`src/design/tlvp_pkg.sv`:
```
// ----------------------------------------------------------------------------
// tlvp_pkg
// Shared types, codes and helper functions for the TLV container parser.
// ----------------------------------------------------------------------------
package tlvp_pkg;

    typedef enum logic [2:0] {
        PH_HEADER  = 3'd0,
        PH_TYPE    = 3'd1,
        PH_LEN_LO  = 3'd2,
        PH_LEN_HI  = 3'd3,
        PH_BODY    = 3'd4,
        PH_ERROR   = 3'd5
    } tlvp_phase_t;

    localparam logic [2:0] ST_OK          = 3'd0;
    localparam logic [2:0] ST_BAD_MAGIC   = 3'd1;
    localparam logic [2:0] ST_BAD_VERSION = 3'd2;
    localparam logic [2:0] ST_TRUNCATED   = 3'd3;
    localparam logic [2:0] ST_BAD_CRC     = 3'd4;

    localparam logic [2:0] ROLE_HEADER = 3'd0;
    localparam logic [2:0] ROLE_TYPE   = 3'd1;
    localparam logic [2:0] ROLE_LENGTH = 3'd2;
    localparam logic [2:0] ROLE_BODY   = 3'd3;
    localparam logic [2:0] ROLE_ERROR  = 3'd4;

    localparam logic [3:0]  MAGIC_LEN      = 4'd4;
    localparam logic [3:0]  VERSION_POS    = 4'd4;
    localparam logic [3:0]  FEATURE_POS    = 4'd5;
    localparam logic [3:0]  CRC_FIRST_POS  = 4'd6;
    localparam logic [3:0]  CRC_LAST_POS   = 4'd9;
    localparam logic [7:0]  VERSION_1      = 8'd1;
    localparam logic [7:0]  VERSION_2      = 8'd2;
    localparam int          FEATURE_CRC    = 0;
    localparam logic [31:0] CRC_POLY       = 32'hEDB8_8320;
    localparam logic [31:0] CRC_INIT       = 32'hFFFF_FFFF;

    // classified byte handed from the front to the back
    typedef struct packed {
        logic [2:0]  role;
        logic [7:0]  data;
        logic [7:0]  kind;
        logic [15:0] size;
        logic [15:0] index;
        logic        blk_end;
        logic [1:0]  version;
        logic [7:0]  features;
        logic [2:0]  status;
        logic        last;
        logic        crc_zero;
        logic        crc_check;
        logic [31:0] expected;
    } tlvp_rec_t;

    function automatic logic [7:0] magic_byte(input logic [1:0] idx);
        logic [7:0] m;
        case (idx)
            2'd0:    m = 8'h73;
            2'd1:    m = 8'h6B;
            2'd2:    m = 8'h79;
            default: m = 8'h62;
        endcase
        return m;
    endfunction

    // reflected CRC-32, one byte
    function automatic logic [31:0] crc_byte(input logic [31:0] crc, input logic [7:0] b);
        logic [31:0] c;
        c = crc ^ {24'd0, b};
        for (int i = 0; i < 8; i++) begin
            c = (c >> 1) ^ (CRC_POLY & {32{c[0]}});
        end
        return c;
    endfunction

endpackage

```
`src/design/tlv_container_stream_parser.sv`:
```
// ----------------------------------------------------------------------------
// tlv_container_stream_parser
// Byte-stream parser for a tagged block container with optional CRC-32 check.
// ----------------------------------------------------------------------------
// Takes one byte per cycle while in_ready is high and returns one tagged
// result per byte, in order. Each record is registered in the two-entry queue
// and then loaded into the output register once it is empty or being read.
// Throughput is one byte per clock while out_ready holds, set by the byte-wide
// CRC-32 update in the back end and the two-entry queue between the front end
// and the output stage. Errors are sticky until the byte marked last; the
// status on that byte is the file verdict and the parser then starts over for
// the next file. No reset sweep is needed.
module tlv_container_stream_parser (
    input  logic        clk,
    input  logic        rst_n,
    input  logic        in_valid,
    output logic        in_ready,
    input  logic [7:0]  data_byte,
    input  logic        last_byte,
    output logic        out_valid,
    input  logic        out_ready,
    output logic [2:0]  byte_role,
    output logic [7:0]  byte_echo,
    output logic [7:0]  block_kind,
    output logic [15:0] block_size,
    output logic [15:0] body_index,
    output logic        block_end,
    output logic [1:0]  format_version,
    output logic [7:0]  feature_flags,
    output logic [2:0]  status,
    output logic        file_done
);
    import tlvp_pkg::*;

    tlvp_rec_t front_rec;
    tlvp_rec_t q_rec;
    logic      q_full;
    logic      q_valid;
    logic      q_pop;
    logic      take;

    assign in_ready = !q_full;
    assign take     = in_valid && in_ready;

    tlvp_front u_front (
        .clk       (clk),
        .rst_n     (rst_n),
        .take      (take),
        .data_byte (data_byte),
        .last_byte (last_byte),
        .rec       (front_rec)
    );

    tlvp_queue u_queue (
        .clk       (clk),
        .rst_n     (rst_n),
        .push      (take),
        .push_rec  (front_rec),
        .full      (q_full),
        .pop       (q_pop),
        .not_empty (q_valid),
        .pop_rec   (q_rec)
    );

    tlvp_back u_back (
        .clk            (clk),
        .rst_n          (rst_n),
        .rec_valid      (q_valid),
        .rec            (q_rec),
        .rec_pop        (q_pop),
        .out_valid      (out_valid),
        .out_ready      (out_ready),
        .byte_role      (byte_role),
        .byte_echo      (byte_echo),
        .block_kind     (block_kind),
        .block_size     (block_size),
        .body_index     (body_index),
        .block_end      (block_end),
        .format_version (format_version),
        .feature_flags  (feature_flags),
        .status         (status),
        .file_done      (file_done)
    );

endmodule

```
`src/design/tlvp_front.sv`:
```
// ----------------------------------------------------------------------------
// tlvp_front
// Header and block parser: tags each byte and tracks the container state.
// ----------------------------------------------------------------------------
module tlvp_front (
    input  logic              clk,
    input  logic              rst_n,
    input  logic              take,
    input  logic [7:0]        data_byte,
    input  logic              last_byte,
    output tlvp_pkg::tlvp_rec_t rec
);
    import tlvp_pkg::*;

    tlvp_phase_t phase_reg, phase_next;
    logic [3:0]  hcount_reg, hcount_next;
    logic [1:0]  version_reg, version_next;
    logic [7:0]  features_reg, features_next;
    logic [31:0] exp_reg, exp_next;
    logic [7:0]  kind_reg, kind_next;
    logic [15:0] size_reg, size_next;
    logic [15:0] bcount_reg, bcount_next;
    logic [2:0]  error_reg, error_next;
    logic [15:0] bcount_inc;
    logic [15:0] size_hi;
    logic [1:0]  crc_idx;

    assign bcount_inc = bcount_reg + 16'd1;
    assign size_hi    = {data_byte, size_reg[7:0]};
    assign crc_idx    = hcount_reg[1:0] + 2'd2;

    // next phase
    always_comb
    begin
        phase_next = phase_reg;
        unique case (phase_reg)
            PH_HEADER:
            begin
                if (hcount_reg < MAGIC_LEN) begin
                    if (data_byte != magic_byte(hcount_reg[1:0])) phase_next = PH_ERROR;
                end else if (hcount_reg == VERSION_POS) begin
                    if (data_byte == VERSION_1)      phase_next = PH_TYPE;
                    else if (data_byte != VERSION_2) phase_next = PH_ERROR;
                end else if (hcount_reg == FEATURE_POS) begin
                    if (!data_byte[FEATURE_CRC]) phase_next = PH_TYPE;
                end else if (hcount_reg <= CRC_LAST_POS) begin
                    if (hcount_reg == CRC_LAST_POS) phase_next = PH_TYPE;
                end else begin
                    phase_next = PH_TYPE;
                end
            end
            PH_TYPE:   phase_next = PH_LEN_LO;
            PH_LEN_LO: phase_next = PH_LEN_HI;
            PH_LEN_HI: phase_next = (size_hi == 16'd0) ? PH_TYPE : PH_BODY;
            PH_BODY:   phase_next = (bcount_inc == size_reg) ? PH_TYPE : PH_BODY;
            PH_ERROR:  phase_next = PH_ERROR;
            default:   phase_next = PH_ERROR;
        endcase
    end

    // datapath and tagged record
    always_comb
    begin
        hcount_next   = hcount_reg;
        version_next  = version_reg;
        features_next = features_reg;
        exp_next      = exp_reg;
        kind_next     = kind_reg;
        size_next     = size_reg;
        bcount_next   = bcount_reg;
        error_next    = error_reg;

        rec           = '0;
        rec.role      = ROLE_ERROR;
        rec.data      = data_byte;
        rec.last      = last_byte;
        rec.crc_zero  = (phase_reg == PH_HEADER) && (hcount_reg >= CRC_FIRST_POS)
                        && (hcount_reg <= CRC_LAST_POS);

        unique case (phase_reg)
            PH_HEADER:
            begin
                rec.role    = ROLE_HEADER;
                hcount_next = hcount_reg + 4'd1;
                if (hcount_reg < MAGIC_LEN) begin
                    if (data_byte != magic_byte(hcount_reg[1:0])) error_next = ST_BAD_MAGIC;
                end else if (hcount_reg == VERSION_POS) begin
                    if (data_byte == VERSION_1 || data_byte == VERSION_2)
                        version_next = data_byte[1:0];
                    else
                        error_next = ST_BAD_VERSION;
                end else if (hcount_reg == FEATURE_POS) begin
                    features_next = data_byte;
                end else if (hcount_reg <= CRC_LAST_POS) begin
                    // little-endian: header bytes 6..9 map to CRC bytes 0..3
                    case (crc_idx)
                        2'd0:    exp_next[7:0]   = exp_reg[7:0]   | data_byte;
                        2'd1:    exp_next[15:8]  = exp_reg[15:8]  | data_byte;
                        2'd2:    exp_next[23:16] = exp_reg[23:16] | data_byte;
                        default: exp_next[31:24] = exp_reg[31:24] | data_byte;
                    endcase
                end
            end
            PH_TYPE:
            begin
                rec.role    = ROLE_TYPE;
                kind_next   = data_byte;
                size_next   = 16'd0;
                bcount_next = 16'd0;
            end
            PH_LEN_LO:
            begin
                rec.role  = ROLE_LENGTH;
                size_next = {8'd0, data_byte};
            end
            PH_LEN_HI:
            begin
                rec.role    = ROLE_LENGTH;
                size_next   = size_hi;
                rec.size    = size_hi;
                rec.blk_end = (size_hi == 16'd0);
            end
            PH_BODY:
            begin
                rec.role    = ROLE_BODY;
                rec.size    = size_reg;
                rec.index   = bcount_reg;
                bcount_next = bcount_inc;
                rec.blk_end = (bcount_inc == size_reg);
            end
            PH_ERROR: rec.role = ROLE_ERROR;
            default:  rec.role = ROLE_ERROR;
        endcase

        rec.kind     = kind_next;
        rec.version  = version_next;
        rec.features = features_next;
        rec.expected = exp_next;
        rec.status   = error_next;

        // end-of-file verdict; CRC comparison is finished in the back end
        if (last_byte && error_next == ST_OK) begin
            if (phase_next == PH_HEADER) begin
                rec.status = ST_TRUNCATED;
            end else begin
                rec.crc_check = features_next[FEATURE_CRC];
                if (phase_next != PH_TYPE) rec.status = ST_TRUNCATED;
            end
        end
    end

    always_ff @(posedge clk or negedge rst_n)
    begin
        if (!rst_n) begin
            phase_reg    <= PH_HEADER;
            hcount_reg   <= 4'd0;
            version_reg  <= 2'd0;
            features_reg <= 8'd0;
            exp_reg      <= 32'd0;
            kind_reg     <= 8'd0;
            size_reg     <= 16'd0;
            bcount_reg   <= 16'd0;
            error_reg    <= ST_OK;
        end else if (take) begin
            if (last_byte) begin
                phase_reg    <= PH_HEADER;
                hcount_reg   <= 4'd0;
                version_reg  <= 2'd0;
                features_reg <= 8'd0;
                exp_reg      <= 32'd0;
                kind_reg     <= 8'd0;
                size_reg     <= 16'd0;
                bcount_reg   <= 16'd0;
                error_reg    <= ST_OK;
            end else begin
                phase_reg    <= phase_next;
                hcount_reg   <= hcount_next;
                version_reg  <= version_next;
                features_reg <= features_next;
                exp_reg      <= exp_next;
                kind_reg     <= kind_next;
                size_reg     <= size_next;
                bcount_reg   <= bcount_next;
                error_reg    <= error_next;
            end
        end
    end

endmodule

```
`src/design/tlvp_queue.sv`:
```
// ----------------------------------------------------------------------------
// tlvp_queue
// Two-entry queue of tagged byte records between front and back end.
// ----------------------------------------------------------------------------
module tlvp_queue (
    input  logic                clk,
    input  logic                rst_n,
    input  logic                push,
    input  tlvp_pkg::tlvp_rec_t push_rec,
    output logic                full,
    input  logic                pop,
    output logic                not_empty,
    output tlvp_pkg::tlvp_rec_t pop_rec
);
    import tlvp_pkg::*;

    tlvp_rec_t  mem [2];
    logic       wr_ptr_reg;
    logic       rd_ptr_reg;
    logic [1:0] count_reg;

    assign full      = (count_reg == 2'd2);
    assign not_empty = (count_reg != 2'd0);
    assign pop_rec   = mem[rd_ptr_reg];

    always_ff @(posedge clk)
    begin
        if (push) mem[wr_ptr_reg] <= push_rec;
    end

    always_ff @(posedge clk or negedge rst_n)
    begin
        if (!rst_n) begin
            wr_ptr_reg <= 1'b0;
            rd_ptr_reg <= 1'b0;
            count_reg  <= 2'd0;
        end else begin
            if (push) wr_ptr_reg <= ~wr_ptr_reg;
            if (pop)  rd_ptr_reg <= ~rd_ptr_reg;
            case ({push, pop})
                2'b10:   count_reg <= count_reg + 2'd1;
                2'b01:   count_reg <= count_reg - 2'd1;
                default: count_reg <= count_reg;
            endcase
        end
    end

endmodule

```
`src/design/tlvp_back.sv`:
```
// ----------------------------------------------------------------------------
// tlvp_back
// Running CRC-32, checksum verdict and the output register.
// ----------------------------------------------------------------------------
module tlvp_back (
    input  logic                clk,
    input  logic                rst_n,
    input  logic                rec_valid,
    input  tlvp_pkg::tlvp_rec_t rec,
    output logic                rec_pop,
    output logic                out_valid,
    input  logic                out_ready,
    output logic [2:0]          byte_role,
    output logic [7:0]          byte_echo,
    output logic [7:0]          block_kind,
    output logic [15:0]         block_size,
    output logic [15:0]         body_index,
    output logic                block_end,
    output logic [1:0]          format_version,
    output logic [7:0]          feature_flags,
    output logic [2:0]          status,
    output logic                file_done
);
    import tlvp_pkg::*;

    logic [31:0] crc_reg;
    logic [31:0] crc_next;
    logic [2:0]  status_next;
    logic        out_valid_reg;

    assign rec_pop   = rec_valid && (!out_valid_reg || out_ready);
    assign out_valid = out_valid_reg;
    assign crc_next  = crc_byte(crc_reg, rec.crc_zero ? 8'd0 : rec.data);

    always_comb
    begin
        status_next = rec.status;
        if (rec.crc_check && ((crc_next ^ CRC_INIT) != rec.expected))
            status_next = ST_BAD_CRC;
    end

    always_ff @(posedge clk or negedge rst_n)
    begin
        if (!rst_n) begin
            crc_reg       <= CRC_INIT;
            out_valid_reg <= 1'b0;
        end else begin
            if (rec_pop) crc_reg <= rec.last ? CRC_INIT : crc_next;
            if (rec_pop)        out_valid_reg <= 1'b1;
            else if (out_ready) out_valid_reg <= 1'b0;
        end
    end

    always_ff @(posedge clk)
    begin
        if (rec_pop) begin
            byte_role      <= rec.role;
            byte_echo      <= rec.data;
            block_kind     <= rec.kind;
            block_size     <= rec.size;
            body_index     <= rec.index;
            block_end      <= rec.blk_end;
            format_version <= rec.version;
            feature_flags  <= rec.features;
            status         <= status_next;
            file_done      <= rec.last;
        end
    end

endmodule
```
`config.mk`:
```
export PLATFORM = sky130hd
export DESIGN_NAME = tlv_container_stream_parser
export DESIGN_NICKNAME = d
export VERILOG_FILES = /design/src/design/tlvp_pkg.sv /design/src/design/tlv_container_stream_parser.sv /design/src/design/tlvp_front.sv /design/src/design/tlvp_queue.sv /design/src/design/tlvp_back.sv
export SDC_FILE = /design/constraint.sdc
export NUM_CORES = 1
export LEC_CHECK = 0
export ABC_AREA = 1
export BUFFER_PORTS_ARGS = -buffer_cell sky130_fd_sc_hd__buf_2
export CELL_PAD_IN_SITES_DETAIL_PLACEMENT = 0
export CELL_PAD_IN_SITES_GLOBAL_PLACEMENT = 2
export CORE_ASPECT_RATIO = 1.5
export CORE_MARGIN = 2
export CORE_UTILIZATION = 36
export CTS_CLUSTER_DIAMETER = 120
export CTS_CLUSTER_SIZE = 40
export DETAILED_ROUTE_END_ITERATION = 6
export PLACE_DENSITY_LB_ADDON = 0.1
export SYNTH_ARGS = -nofsm -noshare
export SYNTH_HDL_FRONTEND = slang
export SYNTH_SLANG_ARGS = --single-unit
```
`constraint.sdc`:
```
create_clock -name clk -period 6 [get_ports clk]
set_input_delay 0.6 -clock clk [delete_from_list [all_inputs] [get_ports clk]]
set_output_delay 0.6 -clock clk [all_outputs]
set_load 0.005 [all_outputs]
```
==> out/metrics.csv, run 1 <==
metric,value,unit
synth_top_area_frac,0.4413,
clockBufferDepth,3,
drc,0,
p_per_area,562.5,nW/µm²
syn_area_per_cell,9.695,µm²
route.vias.total,12650,
port-buffer-count,80,
htree_num_levels,1,
cts_sinks,395,
syn_area,18100,µm²
worst_pin_slew,1.094,ns
final_cells,2595,
layout_common_cells,"597 x nand2_1, 266 x edfxtp_1, 239 x inv_1, 96 x dfrtp_1, 86 x nand3_1",
die_h,278.6,µm
critPathLaunchType,flip-flop,
clk_latency,0.56,ns
seqCellArea,11260,µm²
cp_max_fo,64,
synthCells,1867,
synth_cell_types,46,
fin_crit,3.840,ns
multi_input_area,5638,µm²
final_common_cell,nand2_1,
n_antenna_cell,0,
first_iter_violations,703,
grt_pass1_vias,12750,
rsz0062_at_grt,false,
final_antenna_net_count,0,
slew_violations,0,
ys_ff_latch,395,
p_leak,8.830,nW
cap_violations,0,
ys_seq_area_frac,0.6218,
area_growth,8.792,%
via_per_inst,4.874,
critPathKind,flip-flop to flip-flop,
status,completed,
cts_tree,done,
hold_buffers,0,
critPathArrivalTime,4.17,ns
yosysTopAreaCell,edfxtp_1,
grt_pass1_wl,78230,µm
grt_max_degree,76,
final-setup-viol-count,0,
pin_count,81,
routed_wl,50960,µm
start_util,0.3644,
drive_gt1_frac,0.1185,
dp_cells,2571,
gp_congestion,0.8741,
fin_nets,1945,
max_clock_freq,0.2604,GHz
fin_setup_tns,0,ns
fin_crit_sh,0.6401,
required,6.33,ns
syn_nets,1888,
antenna_found_initial,1,
cts-root-buf,clkbuf_16,
cts-resized-gates,0,
core_area,49670,µm²
cts_buffers,14,
drt-pass1-iter-count,6,
die_w,187.1,µm
peakVddDrop,0.0002953,V
wl_per_cell,19.64,µm
cp-end-kind,flip-flop,
hold_path_class,input pin to asynchronous set/reset pin,
relSlewSlack,0.2699,
post_cts_buffers,0,
dp_hpwl,35670,µm
synth_area_leaders,"edfxtp_1 44%, dfrtp_1 13%, nand2_1 12%",
grt_overflow,0,
largest_register_ffs,200,
n_fill_cell,4944,
finalClockSkew,0.03397,ns
finalHoldViolCount,0,
grtUsageTotal,0.1978,
dieArea,52130,µm²
synth_warnings,0,
num_rows,100,
clk_pin_slew_worst_paths,0.15,ns
worst max-delay path: stages (launching register included):
cell and delay, ns:
dfrtp_4 0.81, inv_2 0.25, buf_4 0.43, nand2_1 0.12
nand2_2 0.11, nand2_1 0.07, nand2_2 0.10, nand2_4 0.17
inv_4 0.15, nand2_1 0.07, nand2_2 0.13, nand2_2 0.10
nand2_4 0.14, nand3_1 0.16, nand2_1 0.10, nand2_1 0.06
nand2_1 0.09, nand2_1 0.05, nand2_1 0.07, nand2_1 0.06
nor2_1 0.09, nand2_1 0.10, nand2_1 0.08, nand2_1 0.04
where the power goes:
group	leakage [nW]	total, mW	internal, mW	switching, mW
Combinational	4.38	5.39	1.60	3.80
Sequential	4.24	4.32	3.97	0.358
Clock	0.216	1.36	0.493	0.865
metrics by stage:
step | instance area (µm²) | setup WS, ns | power, mW | util | hold slack, ns
after global routing | 19690 | 1.701 | 11.96 | 0.3964 | 0.08160
final | 19690 | 2.160 | 11.08 | 0.3964 | 0.05948
after CTS | 19690 | 2.029 | 11.26 | 0.3964 | 0.06458
after floorplan | 18100 | 0.1299 | 8.008 | - | 0.3044
after detailed placement | 19240 | 2.053 | 9.880 | 0.3874 | 0.4732
after global placement | 19240 | 2.005 | 9.857 | 0.3874 | 0.4669
logic make-up after synthesis:
logic type | after synthesis | synth area share
and+or+nand+nor | 882 | 0.2088
DFF | 395 | 0.6218
buffers and inverters | 310 | 0.06795
AOI/OAI and AO/OA | 227 | 0.07120
xor gates and xnor gates | 31 | 0.01694
muxes | 14 | 0.007742
adders and majority gates | 8 | 0.005530
synthesized netlist by cell type (all sizes together):
master / n
nor4: 9
and2: 1
xnor3: 2
mux2i: 14
nand3: 89
nor2: 82
o22ai: 70
a22oi: 7
o31ai: 1
xor2: 20
nor3: 10
dfstp: 32
inv: 250
a221oi: 1
a31oi: 15
o221ai: 1
nand2: 637
xnor2: 9
o21bai: 1
dfrtp: 97
buf: 11
o41ai: 1
nand4: 17
o21ai: 69
ha: 8
nand3b: 14
or2: 23
clkinv: 4
edfxtp: 266
a21oi: 58
clkbuf: 45
o2111ai: 1
a211oi: 2
cell type report:
type	instances	area share
clock buffers	21	0.02020
repair buffers	97	0.02777
flip-flops and latches	395	0.5718
multi-input cells	1162	0.2863
well taps	663	0.04212
clock inverters	3	0.002669
inverters	254	0.04918
worst paths after layout:
kind	to	slack [ns]	from	depth (start not counted)
worst max-delay path	u_back.status[2]	2.16	u_queue.rd_ptr_reg	23
worst min-delay path	u_queue.count_reg[0]	0.06	rst_n	1
worst max register to register	u_back.status[2]	2.16	u_queue.rd_ptr_reg	23
worst min register to register	u_front.version_reg[1]	0.50	u_front.version_reg[1]	2
max in group asynchronous	u_queue.rd_ptr_reg	4.28	rst_n	2
min in group clk	u_back.out_valid	0.23	out_ready	2
layer usage:
| layer | share of wire | up-vias | track usage |
|---|---|---|---|
| li1 | - | 6249 | - |
| met1 | 0.39 | 6128 | 0.2253 |
| met2 | 0.55 | 199 | 0.3817 |
| met3 | 0.023 | 70 | 0.01483 |
| met4 | 0.040 | 2 | 0.07631 |
| met5 | 0.00014 | - | 0 |
(Power assumes the default switching activity.)
==> inputs of run 2 (changes only) <==
--- a/config.mk
+++ b/config.mk
@@ -11,7 +11,7 @@
 export CELL_PAD_IN_SITES_GLOBAL_PLACEMENT = 2
 export CORE_ASPECT_RATIO = 1.5
 export CORE_MARGIN = 2
-export CORE_UTILIZATION = 36
+export CORE_UTILIZATION = 40
 export CTS_CLUSTER_DIAMETER = 120
 export CTS_CLUSTER_SIZE = 40
 export DETAILED_ROUTE_END_ITERATION = 6
==> constraint.sdc (replaced) <==
create_clock -name clk -period 3.86 [get_ports clk]
set_input_delay 0.386 -clock clk [delete_from_list [all_inputs] [get_ports clk]]
set_output_delay 0.386 -clock clk [all_outputs]
set_load 0.005 [all_outputs]
==> run 2 against run 1 <==
  * Clock-buffer cell count unchanged
  * Cell count decreased by 2.7%
  * Combinational power increased by 60%
  * Register-to-register slack got worse by 1.7 ns
  * Global-route usage increased by 1.6 points
  * Highest routed layer is now met4
  * Via count decreased by 0.12%
  * Total power increased by 56%
  * Maximum frequency increased by 13%
  * Flip-flop and latch count unchanged
  * Critical endpoint is now u_queue.mem[0][35]
==> out/metrics.csv, run 2 (synthesized netlist as in run 1, its figures left out) <==
metric,value,unit,change
cts-resized-gates,0,,unchanged
r2r-end,u_queue.mem[0][35],,was u_back.status[2]
drive_gt1_frac,0.1215,,was 0.1185
cts_sinks,395,,unchanged
p_per_area,876.7,nW/µm²,was 562.5 nW/µm²
post_cts_buffers,0,,unchanged
r2r_start,u_front.bcount_reg[0],,was u_queue.rd_ptr_reg
die_h,264.5,µm,was 278.6 µm
area_growth,8.889,%,was 8.792%
required,4.15,ns,was 6.33 ns
num_rows,95,,was 100
grt_max_degree,101,,was 76
cp_common_cell,nand2_1,,unchanged
finalClockSkew,0.06106,ns,was 0.03397 ns
slowest_delay,0.47,ns,was 0.81 ns
drt-pass1-iter-count,5,,was 6
cap_violations,0,,unchanged
critPathLaunchType,flip-flop,,unchanged
antenna_found_initial,0,,was 1
grt_pass1_wl,75880,µm,was 78230 µm
final-setup-viol-count,0,,unchanged
clk_latency,0.57,ns,was 0.56 ns
fin_nets,1955,,was 1945
fin_setup_tns,0,ns,unchanged
core_area,44690,µm²,was 49670 µm²
dieArea,47010,µm²,was 52130 µm²
cts_buffers,14,,unchanged
cp_max_fo,6,,was 64
max_clock_freq,0.2939,GHz,was 0.2604 GHz
gp_congestion,0.8634,,was 0.8741
hold_buffers,2,,was 0
die_w,177.7,µm,was 187.1 µm
crit_buf_inv,0,,was 3
p_leak,8.886,nW,was 8.830 nW
grtUsageTotal,0.2139,,was 0.1978
routed_wl,49140,µm,was 50960 µm
cts-root-buf,clkbuf_16,,unchanged
grt_overflow,0,,unchanged
start_util,0.4050,,was 0.3644
hp-start,last_byte,,
hold_path_class,input pin to flip-flop,,was input pin to asynchronous set/reset pin
r2r_slack,0.46,ns,was 2.16 ns
finalHoldViolCount,0,,unchanged
n_antenna_cell,0,,unchanged
worst_pin_slew,1.052,ns,was 1.094 ns
relSlewSlack,0.2985,,was 0.2699
port-buffer-count,80,,unchanged
hold_path_depth,2,,
cts_tree,done,,unchanged
worst_hold_slack,0.1122,ns,was 0.05948 ns
clockBufferDepth,3,,unchanged
peakVddDrop,0.0005107,V,was 0.0002953 V
route.vias.total,12630,,was 12650
cp-end-kind,flip-flop,,unchanged
slew_violations,0,,unchanged
cp_top_family,simple AND/OR/NAND/NOR gates,,unchanged
critPathKind,flip-flop to flip-flop,,unchanged
clk_pin_slew_worst_paths,0.15,ns,about the same
critPathArrivalTime,3.69,ns,was 4.17 ns
via_per_inst,5.005,,was 4.874
pin_count,81,,unchanged
wl_per_cell,19.47,µm,was 19.64 µm
final_antenna_net_count,0,,unchanged
layout_common_cells,"597 x nand2_1, 266 x edfxtp_1, 239 x inv_1, 96 x dfrtp_1, 86 x nand3_1",,unchanged
final_util,0.4410,,was 0.3964
first_iter_violations,762,,was 703
crit_cells,18,,was 23
drc,0,,unchanged
status,completed,,unchanged
htree_num_levels,1,,unchanged
path_cells,ha_1 > nand3_1 > nor2_1 > nand2_1 > nor4_1 > nand2_1 > nand2_1 > nand2_1 > nand2_1 > nand2_1 > nor2_1 > nand3_1 > nand2_1 > nand2_1 > nor2_1 > nand2_1 > nand2_1 > nand2_1,,was inv_2 > buf_4 > nand2_1 > nand2_2 > nand2_1 > nand2_2 > nand2_4 > inv_4 > nand2_1 > nand2_2 > nand2_2 > nand2_4 > nand3_1 > nand2_1 > nand2_1 > nand2_1 > nand2_1 > nand2_1 > nand2_1 > nor2_1 > nand2_1 > nand2_1 > nand2_1
fin_crit_sh,0.8815,,was 0.6401
dp_cells,2498,,was 2571
dp_hpwl,34750,µm,was 35670 µm
fin_crit,3.403,ns,was 3.840 ns
final_common_cell,nand2_1,,unchanged
crit_path_top_delay_cell,dfrtp_1,,was dfrtp_4
r2r_cells,18,,was 23
grt_pass1_vias,12720,,was 12750
rsz0062_at_grt,false,,unchanged
largest_register_ffs,200,,unchanged
hold_path_end,u_front.phase_reg[1],,
final_cells,2524,,was 2595
==> run 2: changes by cell type in the layout (fill, tap and decap cells not counted) <==
| cell | previous run | this run |
|---|---|---|
| buf_4 | 16 | 20 |
| inv_12 | 1 | 0 |
| dlygate4sd3_1 | 0 | 2 |
| clkinv_8 | 1 | 2 |
| inv_16 | 1 | 0 |
| clkinv_16 | 0 | 1 |
| clkbuf_1 | 6 | 7 |
| clkbuf_16 | 15 | 14 |
| buf_12 | 1 | 5 |
==> run 2: how the worst max path moves through the flow <==
stage / slack, ns / end / from
finish: 0.46 / u_queue.mem[0][35] / u_front.bcount_reg[0]
global route: 0.16 / u_queue.mem[0][36] / u_front.bcount_reg[0]
CTS: 0.38 / u_queue.mem[0][48] / u_front.bcount_reg[0]
detailed placement: 0.42 / u_queue.mem[1][48] / u_front.bcount_reg[0]
global placement: 0.44 / u_queue.mem[0][48] / u_front.bcount_reg[0]
floorplan: 0.03 / u_queue.count_reg[1] / u_back.out_valid
==> run 2: metrics by stage <==
| step | setup WS, ns | cell area [µm²] | power [mW] |
|---|---|---|---|
| 2_1_floorplan | 0.03151 | 18120 | 12.39 |
| 3_3_place_gp | 0.4444 | 19250 | 15.43 |
| 3_5_place_dp | 0.4246 | 19250 | 15.47 |
| 4_1_cts | 0.3848 | 19710 | 17.53 |
| 5_1_grt | 0.1613 | 19710 | 18.65 |
| 6_report | 0.4574 | 19710 | 17.28 |
==> run 2: area by class of cell <==
cell class              instances  area, µm²
repair buffers                107      676.9
inverters                     254      968.4
clock buffers                  21      376.6
clock inverters                 3      62.56
well taps                     582      728.2
flip-flops and latches        395      11260
fillers                      4409      24980
multi-input cells            1162       5638
==> run 2: metal layers <==
layer	GRT usage	share of wire	routed length, µm	vias to the layer above
met5	0	0	0	-
met1	0.2410	0.38	18720	6106
met4	0.07488	0.035	1738	0
li1	-	-	-	6257
met3	0.01520	0.023	1118	69
met2	0.4157	0.56	27550	201
==> run 2: report_power, final <==
group / total (mW) / leakage [nW] / internal (mW) / switching [mW]
Combinational: 8.61 / 4.44 / 2.58 / 6.03
Sequential: 6.64 / 4.24 / 6.17 / 0.472
Clock: 2.03 / 0.206 / 0.725 / 1.30
Total: 17.3 / 8.89 / 9.47 / 7.81
==> run 2: worst register-to-register path: cells and delay by family, from the launching register on <==
| kind | cells | cell delay (ns) |
|---|---|---|
| fa+ha+maj | 1 | 0.22 |
| simple gates | 17 | 2.46 |
| flops | 1 | 0.47 |
